`src/rtl/gsa_ram.sv`:
```
// Generic single-write, single-read RAM with a registered read port.
module gsa_ram #(
    parameter int WIDTH = 16,
    parameter int DEPTH = 256
) (
    input  logic                     clk,
    input  logic                     we,
    input  logic [$clog2(DEPTH)-1:0] waddr,
    input  logic [WIDTH-1:0]         wdata,
    input  logic                     re,
    input  logic [$clog2(DEPTH)-1:0] raddr,
    output logic [WIDTH-1:0]         rdata
);

    logic [WIDTH-1:0] mem [DEPTH];
    logic [WIDTH-1:0] rdata_reg;

    always_ff @(posedge clk)
    begin
        if (we)
        begin
            mem[waddr] <= wdata;
        end
        if (re)
        begin
            rdata_reg <= mem[raddr];
        end
    end

    assign rdata = rdata_reg;

endmodule

```
`config.mk`:
```
export PLATFORM = sky130hd
export DESIGN_NAME = gsa_ram
export DESIGN_NICKNAME = d
export VERILOG_FILES = /design/src/rtl/gsa_ram.sv
export SDC_FILE = /design/constraint.sdc
export NUM_CORES = 2
export LEC_CHECK = 0
export BUFFER_PORTS_ARGS = -buffer_cell sky130_fd_sc_hd__buf_2
export CORE_MARGIN = 2
export CORE_UTILIZATION = 35
export DETAILED_ROUTE_END_ITERATION = 8
export PLACE_DENSITY = 0.52
export SYNTH_ARGS = -nofsm -noshare
export SYNTH_HDL_FRONTEND = slang
export SYNTH_SLANG_ARGS = --single-unit
```
`constraint.sdc`:
```
create_clock -name clk -period 3.6 [get_ports clk]
set_input_delay 0.72 -clock clk [delete_from_list [all_inputs] [get_ports clk]]
set_output_delay 0.72 -clock clk [all_outputs]
set_load 0.05 [all_outputs]
```
-- After elaboration in Yosys (flattened, before gate mapping)
Memories as Yosys holds them, arrays and structs flattened. A register that Yosys moved wholly into a read port is not among the register bits.
Index checks and enable logic that the tools add are counted.
- logic and storage cells: 3
- flip-flop bits (word level): 0
- memories: 1
- RAM bits: 4096
- mux-type cells: 2
- memory list (memory ; depth ; bits a word ; read ports ; clocked after Yosys merged registers in ; wr ports ; RTL line ; source):
    mem ; 256 ; 16 ; 1 ; 1 ; 1 ; 15 ; logic [WIDTH-1:0] mem [DEPTH];
- operators by type and width (operator ; number):
    two-way mux 1 bit ; 2

-- Logic depth before layout (Yosys ltp)
- word-level depth: 2
- depth in mapped cells: 12
- mapped depth without buffers: 6

-- Worst setup path after synthesis
OpenSTA, ideal clock, no wires.
- kind: input to register
- start: input port raddr[0]
- end: register rdata_reg[4] (netlist: rdata[4]), read port of mem, data pin
- setup time: 0.265 ns
- slack: 0.631 ns
- stages on the path: 8
- arrival time: 2.704 ns
- cells stage by stage: buf_6 > buf_6 > buf_2 > mux4_2 > mux4_2 > a22o_1 > o32ai_2 > nor4_2
- RTL lines (item ; RTL line ; source):
    start, declared ; 11 ; input logic [$clog2(DEPTH)-1:0] raddr,
    end, declared ; 16 ; logic [WIDTH-1:0] rdata_reg;

==> qor.yml <==
yosysTopAreaCellShare_pct: 77.7
ant_nets: 0
top_layer: "met5"
grt_max_degree: 114
die_y_um: 678
ys_seq_area_share_pct: 77.7
p_clk_share_pct: 42.3
crit_path_top_delay_cell: "o32ai_1"
synth_edf_count: 4112
async_reset_ff_share_pct: 0
detail_route.wl_per_cell_um: 31.3
yosys.area.top_type: "edfxtp_1"
grt_pass1_vias: 80800
period_minus_slack_ns: 3.27
ys_ff_latch: 4112
dr_wl_met3_mm: 29.6
hp-class: "in -> reg"
power_mw: 102
maxSlewViolCount: 0
grt_usage_pct: 19.5
max_freq_mhz: 306
syn_nets: 7395
drc: 0
antenna_found_initial: 26
clock-sinks: 4112
cts_resized: 0
worst_pin_slew_ns: 1.35
cts_buffer_depth: 4
synthTopCellsByCount: "edfxtp_1, mux4_2, mux2i_1"
io_buffers: 50
cp.required_ns: 4.30
ir_drop_uv: 378
power.density_mw_per_mm2: 543
cp_common_cell: "buf_12"
avgSynthCellArea_um2: 21.6
arrival_ns: 3.98
insertion_delay_ns: 1.00
setup-violations-final: 0
drt-pass1-iter-count: 6
outcome: "finished clean"
synth_warnings: 0
synth.most_common_cell: "edfxtp_1"
placementRows: 247
coreArea_mm2: 0.452
rsz0062_at_grt: "no"
path_cells: "buf_12 -> buf_12 -> buf_12 -> mux4_2 -> mux4_2 -> a22o_1 -> o32ai_1 -> buf_4 -> nor4_1"
start_kind: "input pin"
start_util_pct: 35.1
crit_path_max_incr_delay_ns: 0.78
dp_hpwl_mm: 289
grt-ovfl-total: 0
vias: 80600
place_congestion: 0.856
path_class: "in -> reg"
crit_path_max_fanout: 19
clockRootBuffer: "clkbuf_16"
end_kind: "register"
yosys-top-cells-area: "edfxtp_1, mux4_2, mux2i_1"
dieArea_mm2: 0.459
area_growth_pct: 17.8
numCtsBuffers: 419
synthCells: 7360
p_leak_nw: 59.9
path_clk_slew_ns: 0.06
p_seq_share_pct: 52.0
die_w_um: 678
fin_crit_sh_pct: 90.9
grt_pass1_wl_mm: 640
vias_per_cell: 5.50
crit_family: "compound AO/OA/AOI/OAI gates"
ys_types: 51
synth_ff_type: "edfxtp_1"
largest_register_ffs: 4096
combPwrFrac_pct: 5.7
dpl_worst_slack_ns: -0.817
final_cells: 14700
worst-path-buf-inv: 4
htree_levels: 5
wl_met1_mm: 195
met2_length_mm: 223
finalHoldViolCount: 0
num_io_pins: 51
layout.nets: 8366
drv_cap: 0
cts_setup_buffers: 0
slew_headroom_pct: 10.1
dr.first_iter.drc_count: 9860
cts_hold_buf: 0
power_switching_mw: 22.1
hold_slack_ns: 0.159
setup_slack_ns: 0.327
switching_share_pct: 21.7
final.setup.tns_ns: 0
dp_cells: 13900
clock-skew-final_ns: 0.0748
final_layout_size_suffix_gt1_share_pct: 30.5
fillers: 39600
synth_area_mm2: 0.159
power.internal_mw: 79.6
wirelength_mm: 458
cts_tree: "built"
[metrics by stage]
stage | cell area (µm²) | util, %
finish | 187000 | 41.4
global route | 187000 | 41.3
global placement | 174000 | 38.4
CTS | 187000 | 41.3
floorplan | 159000 | -
detailed placement | 174000 | 38.4
[cells by family after synthesis]
logic type | after synthesis | share of synthesized area (%)
multiplexers | 1450 | 15.5
AO/OA/AOI/OAI | 786 | 3.53
flip-flops | 4112 | 77.7
buffers and inverters | 456 | 1.69
AND/OR/NAND/NOR | 556 | 1.57
[layout make-up]
class                           count  area, µm²  share of cell area, %
Multi-Input combinational cell   2792      33200                   17.7
Sequential cell                  4112     123000                   66.0
Antenna cell                       10       25.0                 0.0134
Timing Repair Buffer             1002       9400                   5.02
Inverter                            4       27.5                 0.0147
Clock inverter                    255       2610                   1.39
Clock buffer                      507      10900                   5.83
Tap cell                         5976       7480                   4.00
[cells in the final DEF, fill, tap and decap left out, drive strengths merged, types with 2 or more instances in the layout]
cell type     n
inv          12
a22oi        43
nand4b        3
a22o         32
a211oi       18
nand4        26
o32ai        21
o31ai        16
and4          2
or3           2
diode        10
nor2b         9
a21oi       175
nand2        38
nand2b        3
clkinvlp      7
nor4         18
a221oi       28
clkbuf      508
mux2         88
buf        1001
mux2i       565
and3         11
o221ai      253
a2111oi       6
o22ai       148
bufinv       43
a21o          2
nand3        35
or2           5
nor2        304
nor4bb        2
nor3         92
a31oi         6
mux4        797
edfxtp     4112
and2          2
o21ai        38
clkinv      197
[worst reg2reg max path, stage by stage (launching register included)]
cell,delay (ns)
edfxtp_1,0.37
mux4_2,0.49
mux4_2,0.58
a22o_1,0.38
o32ai_1,0.78
buf_4,0.24
nor4_1,0.05
[routing by layer]
layer	GRT usage [%]	up-vias
met5	0	-
met4	4.61	4
met2	32.2	3063
li1	-	33300
met1	27.5	43700
met3	2.64	545
[power by group through the flow]
stage,logic (mW),registers [mW],clock network [mW]
global route,6.01,52.8,45.6
finish,5.74,52.9,43.0
CTS,5.80,52.9,43.8
detailed placement,5.79,53.9,0
floorplan,2.60,53.9,0
global placement,5.73,53.9,0
[path summary, 6_finish.rpt]
path                                   from         end  slack (ns)  cells past startpoint
worst min register to register  mem[106][5]    rdata[5]        1.19                      6
worst max register to register  mem[27][14]   rdata[14]        0.44                      6
worst min-delay path               wdata[0]  mem[93][0]        0.16                      1
worst max-delay path               raddr[0]   rdata[14]        0.33                      9
Note: power is estimated with default switching activity, not from simulation.
